[config.mk]
export PLATFORM = sky130hd
export DESIGN_NAME = radix_digit_converter_core
export DESIGN_NICKNAME = d
export VERILOG_FILES = /design/src/rtl/rdc_pkg.sv /design/src/rtl/rdc_front.sv /design/src/rtl/rdc_queue.sv /design/src/rtl/rdc_back.sv /design/src/rtl/radix_digit_converter_core.sv
export SDC_FILE = /design/constraint.sdc
export NUM_CORES = 1
export LEC_CHECK = 0
export BUFFER_PORTS_ARGS = -buffer_cell sky130_fd_sc_hd__buf_2
export CAP_MARGIN = 0
export CORE_MARGIN = 2
export CORE_UTILIZATION = 50
export CTS_CLUSTER_SIZE = 24
export DETAILED_ROUTE_END_ITERATION = 10
export MAX_ROUTING_LAYER = met4
export PLACE_DENSITY = 0.66
export SETUP_SLACK_MARGIN = 0.15
export SLEW_MARGIN = 20
export SYNTH_ARGS = -nofsm -noshare
export SYNTH_HDL_FRONTEND = slang
export SYNTH_SLANG_ARGS = --single-unit
[constraint.sdc]
create_clock -name clk -period 11.67 [get_ports clk]
set_input_delay 1.167 -clock clk [delete_from_list [all_inputs] [get_ports clk]]
set_output_delay 1.167 -clock clk [all_outputs]
set_load 0.005 [all_outputs]
[src/rtl/rdc_pkg.sv]
// Shared constants, types and the digit glyph function of the radix digit converter.
`default_nettype none

package rdc_pkg;

    localparam int RADIX_W        = 10;
    localparam int VALUE_W        = 32;
    localparam int CHAR_W         = 7;
    localparam int MAX_DIGITS_DEF = 32;
    localparam int VALUE_BITS_DEF = 32;
    // quotient bits resolved per divider cycle
    localparam int DIV_STEP       = 4;

    localparam logic [RADIX_W-1:0] RADIX_MIN   = 10'd2;
    localparam logic [RADIX_W-1:0] RADIX_MAX   = 10'd1000;
    localparam logic [RADIX_W-1:0] RADIX_RESET = 10'd10;
    localparam logic [RADIX_W-1:0] DEC_LIMIT   = 10'd10;
    localparam logic [RADIX_W-1:0] HEX_LIMIT   = 10'd16;
    localparam logic [CHAR_W-1:0]  CHAR_ZERO   = 7'h30;
    localparam logic [CHAR_W-1:0]  CHAR_A      = 7'h41;

    typedef enum logic [1:0] {
        BK_IDLE,
        BK_DIV,
        BK_EMIT
    } back_state_t;

    // job classification carried through the queue next to the value
    typedef struct packed {
        logic [RADIX_W-1:0] radix;
        logic               is_zero;
    } job_ctrl_t;

    // '0'..'9', 'A'..'F' for digits below sixteen, zero otherwise
    function automatic logic [CHAR_W-1:0] digit_glyph(input logic [RADIX_W-1:0] d);
        logic [CHAR_W-1:0] g;
        if (d < DEC_LIMIT)
        begin
            g = CHAR_ZERO + d[CHAR_W-1:0];
        end
        else if (d < HEX_LIMIT)
        begin
            g = CHAR_A + (d[CHAR_W-1:0] - DEC_LIMIT[CHAR_W-1:0]);
        end
        else
        begin
            g = '0;
        end
        return g;
    endfunction

endpackage

`default_nettype wire

[src/rtl/rdc_front.sv]
// Front end: radix register, input transfer, value masking, radix clamp and zero detect.
`default_nettype none

module rdc_front #(
    parameter int VALUE_BITS = rdc_pkg::VALUE_BITS_DEF
) (
    input  wire logic                          clk,
    input  wire logic                          rst_n,
    input  wire logic                          start,
    input  wire logic [rdc_pkg::VALUE_W-1:0]   value,
    input  wire logic                          radix_wr_en,
    input  wire logic [rdc_pkg::RADIX_W-1:0]   radix_wr_data,
    input  wire logic                          queue_full,
    output logic                               busy,
    output logic                               push,
    output logic [VALUE_BITS-1:0]              job_value,
    output rdc_pkg::job_ctrl_t                 job_ctrl
);

    logic [rdc_pkg::RADIX_W-1:0] radix_reg;

    always_ff @(posedge clk or negedge rst_n)
    begin
        if (!rst_n)
        begin
            radix_reg <= rdc_pkg::RADIX_RESET;
        end
        else if (radix_wr_en)
        begin
            radix_reg <= radix_wr_data;
        end
    end

    // keep the low VALUE_BITS bits, zero above the port width
    always_comb
    begin
        for (int i = 0; i < VALUE_BITS; i++)
        begin
            job_value[i] = (i < rdc_pkg::VALUE_W) ? value[i % rdc_pkg::VALUE_W] : 1'b0;
        end
    end

    always_comb
    begin
        if (radix_reg < rdc_pkg::RADIX_MIN)
        begin
            job_ctrl.radix = rdc_pkg::RADIX_MIN;
        end
        else if (radix_reg > rdc_pkg::RADIX_MAX)
        begin
            job_ctrl.radix = rdc_pkg::RADIX_MAX;
        end
        else
        begin
            job_ctrl.radix = radix_reg;
        end
        job_ctrl.is_zero = (job_value == '0);
    end

    assign busy = queue_full;
    assign push = start && !queue_full;

endmodule

`default_nettype wire

[src/rtl/rdc_queue.sv]
// Two-entry job queue between front end and back end.
`default_nettype none

module rdc_queue #(
    parameter int WIDTH = 8
) (
    input  wire logic             clk,
    input  wire logic             rst_n,
    input  wire logic             push,
    input  wire logic [WIDTH-1:0] push_data,
    input  wire logic             pop,
    output logic                  full,
    output logic                  empty,
    output logic [WIDTH-1:0]      head_data
);

    localparam int DEPTH = 2;

    logic [WIDTH-1:0] slot_reg [DEPTH];
    logic             wr_ptr_reg;
    logic             rd_ptr_reg;
    logic [1:0]       count_reg;

    assign full      = (count_reg == 2'(DEPTH));
    assign empty     = (count_reg == 2'd0);
    assign head_data = slot_reg[rd_ptr_reg];

    always_ff @(posedge clk)
    begin
        if (push)
        begin
            slot_reg[wr_ptr_reg] <= push_data;
        end
    end

    always_ff @(posedge clk or negedge rst_n)
    begin
        if (!rst_n)
        begin
            wr_ptr_reg <= 1'b0;
            rd_ptr_reg <= 1'b0;
            count_reg  <= 2'd0;
        end
        else
        begin
            if (push)
            begin
                wr_ptr_reg <= ~wr_ptr_reg;
            end
            if (pop)
            begin
                rd_ptr_reg <= ~rd_ptr_reg;
            end
            if (push && !pop)
            begin
                count_reg <= count_reg + 2'd1;
            end
            else if (pop && !push)
            begin
                count_reg <= count_reg - 2'd1;
            end
        end
    end

endmodule

`default_nettype wire

[src/rtl/rdc_back.sv]
// Back end: iterative radix divider, digit stack and most-significant-first emission.
`default_nettype none

module rdc_back #(
    parameter int VALUE_BITS = rdc_pkg::VALUE_BITS_DEF,
    parameter int MAX_DIGITS = rdc_pkg::MAX_DIGITS_DEF
) (
    input  wire logic                          clk,
    input  wire logic                          rst_n,
    input  wire logic                          q_empty,
    input  wire logic [VALUE_BITS-1:0]         q_value,
    input  wire rdc_pkg::job_ctrl_t            q_ctrl,
    output logic                               pop,
    output logic                               digit_strobe,
    output logic [rdc_pkg::RADIX_W-1:0]        digit_value,
    output logic [rdc_pkg::CHAR_W-1:0]         digit_char,
    output logic                               is_last
);

    localparam int ITER  = (VALUE_BITS + rdc_pkg::DIV_STEP - 1) / rdc_pkg::DIV_STEP;
    localparam int DIV_W = ITER * rdc_pkg::DIV_STEP;
    localparam int IW    = $clog2(ITER);
    localparam int AW    = $clog2(MAX_DIGITS);
    localparam int RW    = rdc_pkg::RADIX_W;

    rdc_pkg::back_state_t state_reg, state_next;

    logic [DIV_W-1:0] quo_reg;
    logic [RW-1:0]    rem_reg;
    logic [RW-1:0]    base_reg;
    logic [IW-1:0]    iter_reg;
    logic [AW-1:0]    cnt_reg;
    logic [AW-1:0]    ptr_reg;
    logic [RW-1:0]    stack_mem [MAX_DIGITS];
    logic [RW-1:0]    rd_data_reg;
    logic             rd_valid_reg;
    logic             rd_last_reg;

    logic [DIV_W-1:0] quo_w;
    logic [RW-1:0]    rem_w;
    logic [RW:0]      trial;
    logic             digit_done;

    // DIV_STEP restoring steps per cycle, quotient shifts in from the bottom
    always_comb
    begin
        rem_w = rem_reg;
        quo_w = quo_reg;
        trial = '0;
        for (int s = 0; s < rdc_pkg::DIV_STEP; s++)
        begin
            trial = {rem_w, quo_w[DIV_W-1]};
            quo_w = {quo_w[DIV_W-2:0], 1'b0};
            if (trial >= {1'b0, base_reg})
            begin
                trial    = trial - {1'b0, base_reg};
                quo_w[0] = 1'b1;
            end
            rem_w = trial[RW-1:0];
        end
    end

    always_ff @(posedge clk or negedge rst_n)
    begin
        if (!rst_n)
        begin
            state_reg <= rdc_pkg::BK_IDLE;
        end
        else
        begin
            state_reg <= state_next;
        end
    end

    always_comb
    begin
        state_next = state_reg;
        pop        = 1'b0;
        digit_done = 1'b0;
        unique case (state_reg)
            rdc_pkg::BK_IDLE:
            begin
                if (!q_empty)
                begin
                    pop        = 1'b1;
                    state_next = q_ctrl.is_zero ? rdc_pkg::BK_EMIT : rdc_pkg::BK_DIV;
                end
            end
            rdc_pkg::BK_DIV:
            begin
                if (iter_reg == IW'(ITER - 1))
                begin
                    digit_done = 1'b1;
                    if (quo_w == '0 || cnt_reg == AW'(MAX_DIGITS - 1))
                    begin
                        state_next = rdc_pkg::BK_EMIT;
                    end
                end
            end
            rdc_pkg::BK_EMIT:
            begin
                if (ptr_reg == '0)
                begin
                    state_next = rdc_pkg::BK_IDLE;
                end
            end
            default:
            begin
                state_next = rdc_pkg::BK_IDLE;
            end
        endcase
    end

    // datapath and digit stack
    always_ff @(posedge clk)
    begin
        if (pop)
        begin
            quo_reg  <= DIV_W'(q_value);
            rem_reg  <= '0;
            base_reg <= q_ctrl.radix;
        end
        else if (state_reg == rdc_pkg::BK_DIV)
        begin
            quo_reg <= quo_w;
            rem_reg <= digit_done ? '0 : rem_w;
        end

        if (pop && q_ctrl.is_zero)
        begin
            stack_mem[0] <= '0;
        end
        else if (digit_done)
        begin
            stack_mem[cnt_reg] <= rem_w;
        end

        if (state_reg == rdc_pkg::BK_EMIT)
        begin
            rd_data_reg <= stack_mem[ptr_reg];
        end
    end

    always_ff @(posedge clk or negedge rst_n)
    begin
        if (!rst_n)
        begin
            iter_reg     <= '0;
            cnt_reg      <= '0;
            ptr_reg      <= '0;
            rd_valid_reg <= 1'b0;
            rd_last_reg  <= 1'b0;
        end
        else
        begin
            if (pop)
            begin
                iter_reg <= '0;
                cnt_reg  <= '0;
                ptr_reg  <= '0;
            end
            else if (state_reg == rdc_pkg::BK_DIV)
            begin
                iter_reg <= digit_done ? '0 : iter_reg + IW'(1);
                if (digit_done)
                begin
                    if (state_next == rdc_pkg::BK_DIV)
                    begin
                        cnt_reg <= cnt_reg + AW'(1);
                    end
                    else
                    begin
                        ptr_reg <= cnt_reg;
                    end
                end
            end
            else if (state_reg == rdc_pkg::BK_EMIT && ptr_reg != '0)
            begin
                ptr_reg <= ptr_reg - AW'(1);
            end

            rd_valid_reg <= (state_reg == rdc_pkg::BK_EMIT);
            rd_last_reg  <= (state_reg == rdc_pkg::BK_EMIT) && (ptr_reg == '0);
        end
    end

    assign digit_strobe = rd_valid_reg;
    assign digit_value  = rd_data_reg;
    assign digit_char   = rdc_pkg::digit_glyph(rd_data_reg);
    assign is_last      = rd_valid_reg && rd_last_reg;

endmodule

`default_nettype wire

[src/rtl/radix_digit_converter_core.sv]
// Top level of the radix digit converter: front end, job queue and back end.
//
// Usage
//   Input: drive value and raise start; the transfer happens at a clock edge
//   where start is high and busy is low. busy rises only when the two-entry
//   job queue is full, so up to two values wait behind the one being worked.
//   Configuration: radix_wr_en writes radix_wr_data into the radix register
//   (reset 10). Write only while the block is idle. A radix below 2 acts as 2,
//   above 1000 acts as 1000; the radix is sampled when the value transfers.
//   Output: one digit per cycle, most significant first, each shown for one
//   cycle with digit_strobe high; is_last marks the least significant digit.
//   Zero gives the single digit 0. The receiver cannot stall the block.
// Divider
//   The divider resolves four quotient bits a cycle and runs once per digit,
//   least significant digit first, pushing each remainder onto the digit
//   stack. Digits of one value then come out back to back; while the divider
//   runs, no digit is shown. Zero skips the divider.
// Reset
//   rst_n clears the queue, the back-end sequencer and the output strobe, and
//   loads radix 10. The digit stack needs no clearing.

`default_nettype none

module radix_digit_converter_core #(
    parameter int MAX_DIGITS = rdc_pkg::MAX_DIGITS_DEF,
    parameter int VALUE_BITS = rdc_pkg::VALUE_BITS_DEF
) (
    input  wire logic                          clk,
    input  wire logic                          rst_n,
    input  wire logic                          start,
    output logic                               busy,
    input  wire logic [rdc_pkg::VALUE_W-1:0]   value,
    input  wire logic                          radix_wr_en,
    input  wire logic [rdc_pkg::RADIX_W-1:0]   radix_wr_data,
    output logic                               digit_strobe,
    output logic [rdc_pkg::RADIX_W-1:0]        digit_value,
    output logic [rdc_pkg::CHAR_W-1:0]         digit_char,
    output logic                               is_last
);

    // queue entry: value followed by its classification
    localparam int JOB_W = VALUE_BITS + $bits(rdc_pkg::job_ctrl_t);

    logic                   push;
    logic                   pop;
    logic                   queue_full;
    logic                   queue_empty;
    logic [VALUE_BITS-1:0]  job_value;
    rdc_pkg::job_ctrl_t     job_ctrl;
    logic [JOB_W-1:0]       head_data;
    logic [VALUE_BITS-1:0]  head_value;
    rdc_pkg::job_ctrl_t     head_ctrl;

    // front end: takes the transfer, masks the value, clamps the radix
    rdc_front #(
        .VALUE_BITS (VALUE_BITS)
    ) u_front (
        .clk           (clk),
        .rst_n         (rst_n),
        .start         (start),
        .value         (value),
        .radix_wr_en   (radix_wr_en),
        .radix_wr_data (radix_wr_data),
        .queue_full    (queue_full),
        .busy          (busy),
        .push          (push),
        .job_value     (job_value),
        .job_ctrl      (job_ctrl)
    );

    // decouples the input side from the long-running back end
    rdc_queue #(
        .WIDTH (JOB_W)
    ) u_queue (
        .clk       (clk),
        .rst_n     (rst_n),
        .push      (push),
        .push_data ({job_value, job_ctrl}),
        .pop       (pop),
        .full      (queue_full),
        .empty     (queue_empty),
        .head_data (head_data)
    );

    assign head_value = head_data[JOB_W-1 -: VALUE_BITS];
    assign head_ctrl  = rdc_pkg::job_ctrl_t'(head_data[$bits(rdc_pkg::job_ctrl_t)-1:0]);

    // back end: digit extraction least significant first, then emission in reverse
    rdc_back #(
        .VALUE_BITS (VALUE_BITS),
        .MAX_DIGITS (MAX_DIGITS)
    ) u_back (
        .clk          (clk),
        .rst_n        (rst_n),
        .q_empty      (queue_empty),
        .q_value      (head_value),
        .q_ctrl       (head_ctrl),
        .pop          (pop),
        .digit_strobe (digit_strobe),
        .digit_value  (digit_value),
        .digit_char   (digit_char),
        .is_last      (is_last)
    );

endmodule

`default_nettype wire

# == Word level (Yosys, flattened, before mapping) ==
# Memory sizes are Yosys's and may differ from the RTL's. A register that Yosys moved wholly into a read port is not among the register bits.
# Cells that the tools add are included.
# op_classes
bitwise,2
n_reduce_logical,25
muxes,49
add_sub_neg,12
eq_ne,8
magnitude_cmp,8
# ops
cell,count
two-way mux 10 bit,8
logical NOT 32 bit,2
two-way mux 32 bit,2
two-way mux 5 bit,10
greater-or-equal comparator 11 x 10 -> 1 bit,4
subtractor 10 bit,4
two-way mux 1 bit,16
two-way mux 2 bit,7
two-way mux 7 bit,2
"> comparator 10 bit, second input constant",1
"< comparator 10 x 2 -> 1 bit, second input constant",1
"< comparator 10 x 4 -> 1 bit, second input constant",1
"< comparator 10 x 5 -> 1 bit, second input constant",1
OR reduction 10 bit,1
two-way mux 3 bit,3
nonzero test 2 bit,4
"adder 6 x 7 -> 7 bit, first input constant",1
"adder 7 bit, first input constant",1
logical AND 1 bit,7
"subtractor 7 x 4 -> 7 bit, second input constant",1
one-hot mux 2 bit (3 select lines),1
AND reduction 3 bit,2
"adder 5 x 1 -> 5 bit, second input constant",1
"equality test 5 bit, second input constant",1
other kinds (16),22
# word_totals
n_memories,2
inputBits,46
mem_bits_rw,406
reg_bits,83
wordCells,119
# mem_list
name,words,width,rd,rd_ports_with_merged_regs,wr,line,rtl
u_back.stack_mem,32,10,1,1,1,rdc_back.sv:34,logic [RW-1:0] stack_mem [MAX_DIGITS];
u_queue.slot_reg,2,43,1,0,1,rdc_queue.sv:19,logic [WIDTH-1:0] slot_reg [DEPTH];

# == Longest topological paths before layout ==
# logic_depth
depth_word,18
depth_mapped,41

# == Hierarchy ==
# A second synthesis with hierarchy kept.
# unflattened
hier_cells,1420
hier_area_um2,22507.8
# by_module_without_submodules
mod,area_per_inst_um2,seq_area_each_um2,cells_per_inst,instances
rdc_back,18230.0,11796.3,1184,1
rdc_queue,3490.8,2682.6,150,1
rdc_front,787.0,252.7,86,1

# == Worst setup path before layout ==
# OpenSTA, ideal clock, no wires.
# synth_timing
path_kind,reg2reg
from,reg u_back.base_reg[1]
to,"mem u_back.stack_mem[0][5] (netlist bit), data pin"
path_slack_ns,2.115
stages_incl_launch_ff,38
t_required_ns,11.293
period_less_slack_ns,9.555
n_path_buf,4
t_arrival_ns,9.178
setup_ns,0.377
cell_sequence,edfxtp_1 inv_1 ha_1 nor2b_1 o31ai_1 a21boi_1 or2_0 buf_2 buf_1 nor2_1 a21oi_1 ha_1 a2111o_1 o211ai_1 o22ai_1 a211oi_4 buf_2 mux2i_1 [2 not listed] nand4_1 o31ai_1 a21oi_1 o21ai_0 a211oi_2 mux2i_1 clkbuf_1 mux2_2 ha_1 a21o_1 nand2_1 nand3_1 a2111oi_0 o21ba_2 and2_1 nand2_1 o22a_1 a21oi_1
# synth_between
elab_chain_cells,9
elab_cells_between_ends,13
classes_between,add/sub (4); order compare (4); mux (5)
# synth_rtl
item,line,rtl
from (decl),rdc_back.sv:30,logic [RW-1:0] base_reg;
from (signal assigned),rdc_back.sv:121,base_reg <= q_ctrl.radix;
subtractor 10 bit / greater-or-equal comparator 11 x 10 -> 1 bit (equally long branches),"rdc_back.sv:56, rdc_back.sv:54",
two-way mux 10 bit,rdc_back.sv:54,"if (trial >= {1'b0, base_reg})"
subtractor 10 bit / greater-or-equal comparator 11 x 10 -> 1 bit (equally long branches),"rdc_back.sv:56, rdc_back.sv:54",
two-way mux 10 bit,rdc_back.sv:54,
subtractor 10 bit / greater-or-equal comparator 11 x 10 -> 1 bit (equally long branches),"rdc_back.sv:56, rdc_back.sv:54",
two-way mux 10 bit,rdc_back.sv:54,
subtractor 10 bit / greater-or-equal comparator 11 x 10 -> 1 bit (equally long branches),"rdc_back.sv:56, rdc_back.sv:54",
two-way mux 10 bit (*),rdc_back.sv:54,
two-way mux 10 bit (no source line) (*),--,
to (decl),rdc_back.sv:34,
# Every way passes the cells marked *; elsewhere a longest branch is shown, timed or not.

# == Worst setup path in the final report ==
# layout_timing
from,reg u_back.base_reg[1]
to,"mem u_back.stack_mem[2][0] (netlist bit), data pin"
# layout_between
elab_chain_cells,9
elab_cells_between_ends,12
classes_between,add/sub (3); order compare (4); mux (5)
# layout_rtl
item,line
subtractor 10 bit / greater-or-equal comparator 11 x 10 -> 1 bit (equally long branches),"rdc_back.sv:56, rdc_back.sv:54"
two-way mux 10 bit,rdc_back.sv:54
subtractor 10 bit / greater-or-equal comparator 11 x 10 -> 1 bit (equally long branches),"rdc_back.sv:56, rdc_back.sv:54"
two-way mux 10 bit,rdc_back.sv:54
subtractor 10 bit / greater-or-equal comparator 11 x 10 -> 1 bit (equally long branches),"rdc_back.sv:56, rdc_back.sv:54"
two-way mux 10 bit,rdc_back.sv:54
greater-or-equal comparator 11 x 10 -> 1 bit (*),rdc_back.sv:54
two-way mux 10 bit (*),rdc_back.sv:54
two-way mux 10 bit (no source line) (*),--
# Marked as above.

==> impl_metrics.yaml <==
outcome:
  status: "finished, final reports clean"
logic_synthesis:
  synth_warnings: 0
  syn_area_um2: 21900
  async_flop_share_pct: 6.21
  ys_seq_area_share_pct: 67.1
  synth_fp_nets: 1457
  synth_edf_count: 458
  avgSynthCellArea_um2: 16.1
  yosysTopAreaCell: "edfxtp_1"
  synth_cell_types: 68
  synth_ff_type: "edfxtp_1"
  syn-instance-count: 1359
  synth.top_cells.by_area: "edfxtp_1, mux4_2, dfrtp_1"
  ys_ff_latch: 499
  synth_top_cell_area_share_pct: 62.7
setup_path:
  critPathArrivalTime_ns: 10.91
  crit_type: "flip-flop to flip-flop"
  critPathMaxFanout: 32
  cp.required_ns: 11.92
  worstSetupEndpointType: "flip-flop"
  worstSetupStartpointType: "flip-flop"
  max_stage_delay_ns: 0.84
  worst-path-buf-inv: 5
  cpLargestDelayFamily: "compound AO/OA/AOI/OAI gates"
  slowest_stage: "and3_1"
global_routing:
  grt.total_usage_pct: 23.0
  grt_max_degree: 63
  grt_pass1_wl_um: 74600
  antenna_found_initial: 0
  overflow: 0
  grt_pass1_vias: 12074
cts:
  postCtsResizedCells: 0
  cts_buffers: 49
  hold_buffers: 0
  clk_pin_slew_ns: 0.06
  clkLatencyLatePin_ns: 0.60
  cts_root_buf: "clkbuf_16"
  tritoncts: "built"
  cts_sinks: 499
  htree_levels: 2
  postCtsSetupBuffers: 0
  cts.path.max_buffers: 3
routing:
  routed-via-count: 12351
  vias_per_cell: 5.93
  wl_per_cell_um: 23.6
  antenna_left: 0
  drcViolationCount: 0
  wl_um: 49200
  drtIter0Drc: 1067
  firstDrtPassIters: 5
hold_path:
  hp-class: "flip-flop to flip-flop"
timing:
  rsz0062_at_grt: "false"
  setup_ws_ns: 1.01
  post-route-min-period_ns: 10.66
  finalClockSkew_ns: 0.0241
  fin_setup_tns_ns: 0
  fmax_mhz: 93.8
  max_slew.worst_pin.slew_ns: 1.04
  max-slew-margin-rel_pct: 30.3
  setup_violations: 0
  finalHoldViolations: 0
  period_share_pct: 91.3
  drv_slew: 0
place:
  pre_cts_ws_ns: 1.09
  port_buffers: 65
  gp_congestion: 0.919
  dp_cells: 1993
  place_hpwl_um: 31700
finish:
  largest_reg_flops: 320
  layout-drive-gt1-share_pct: 23.6
  area_growth_pct: 13.3
  mostFrequentLayoutCell: "edfxtp_1"
  layout_common_cells: "edfxtp_1, mux4_2, nand2_1"
  fill_cells: 3340
  nets: 1557
  final_cells: 2084
  n_antenna_cell: 0
floorplanning:
  core_region_area_um2: 43200
  boundaryPins: 66
  die_x_um: 213
  start_util_pct: 50.8
  rows: 76
  die_h_um: 213
  die_area_um2: 45600
run:
  maxCapViolations: 0
## final timing paths
check / depth (start not counted) / slack [ns] / to / startpoint
min in group asynchronous: 1 / 0.67 / u_front.radix_reg[4] / rst_n
worst max register to register: 37 / 1.01 / u_back.stack_mem[2][0] / u_back.base_reg[1]
worst min-delay path: 1 / 0.51 / u_back.iter_reg[0] / u_back.iter_reg[0]
worst max-delay path: 37 / 1.01 / u_back.stack_mem[2][0] / u_back.base_reg[1]
worst min register to register: 1 / 0.51 / u_back.iter_reg[0] / u_back.iter_reg[0]
max in group asynchronous: 1 / 10.38 / u_back.ptr_reg[0] / rst_n
## metal layers
metal	up-vias	track usage (%)	wire (um)
met4	0	6.68	1200
met1	6301	32.7	21600
met3	74	3.87	3370
met5	-	-	0
li1	5587	-	-
met2	389	34.5	23000
## cells in the mapped netlist, types with 7 or more instances
cell and instances:
o21ai_0 61, xnor2_1 26, a21oi_1 45, mux4_2 100, buf_1 13, nand4_1 15, nor4_1 18, nor2_1 72
ha_1 48, mux2_2 37, a21o_1 12, dfxtp_1 10, mux2i_1 42, nand2b_1 14, a211oi_1 7, clkbuf_1 44
nand3_1 28, and3_1 7, inv_1 45, o211ai_1 12, edfxtp_1 458, nor3_1 7, xor2_1 7, nor2b_1 15
nand2_1 73, a22oi_1 12, dfrtp_1 29, or3_1 7
## cell type report
type | count | area (um2) | area share [%]
Timing Repair Buffer | 112 | 678 | 2.73
Inverter | 45 | 169 | 0.679
Clock inverter | 34 | 373 | 1.50
Tap cell | 585 | 732 | 2.94
Multi-Input combinational cell | 752 | 6870 | 27.6
Sequential cell | 499 | 14700 | 59.3
Clock buffer | 57 | 1300 | 5.22
## cell families (layout without fill, tap and decap cells)
kind of cell / after synthesis / count (layout) / synth area share [%]
AOI/OAI and AO/OA: 205 / 205 / 6.11
adders and majority gates: 52 / 52 / 3.10
and+or+nand+nor: 283 / 283 / 6.37
buffers and inverters: 108 / 248 / 1.88
muxes: 179 / 179 / 14.1
xor gates and xnor gates: 33 / 33 / 1.32
DFF: 499 / 499 / 67.1
## through the flow
stage / hold slack, ns / utilization [%] / instance area, um2
floorplan: 0.453 / - / 21900
global route: 0.523 / 57.6 / 24900
global placement: 0.485 / 53.7 / 23200
finish: 0.509 / 57.6 / 24900
detailed placement: 0.496 / 53.7 / 23200
CTS: 0.505 / 57.5 / 24800
Power is left out: the tool's default activity adds up to more than one toggle a clock period on the data nets, which glitch-free logic cannot reach.
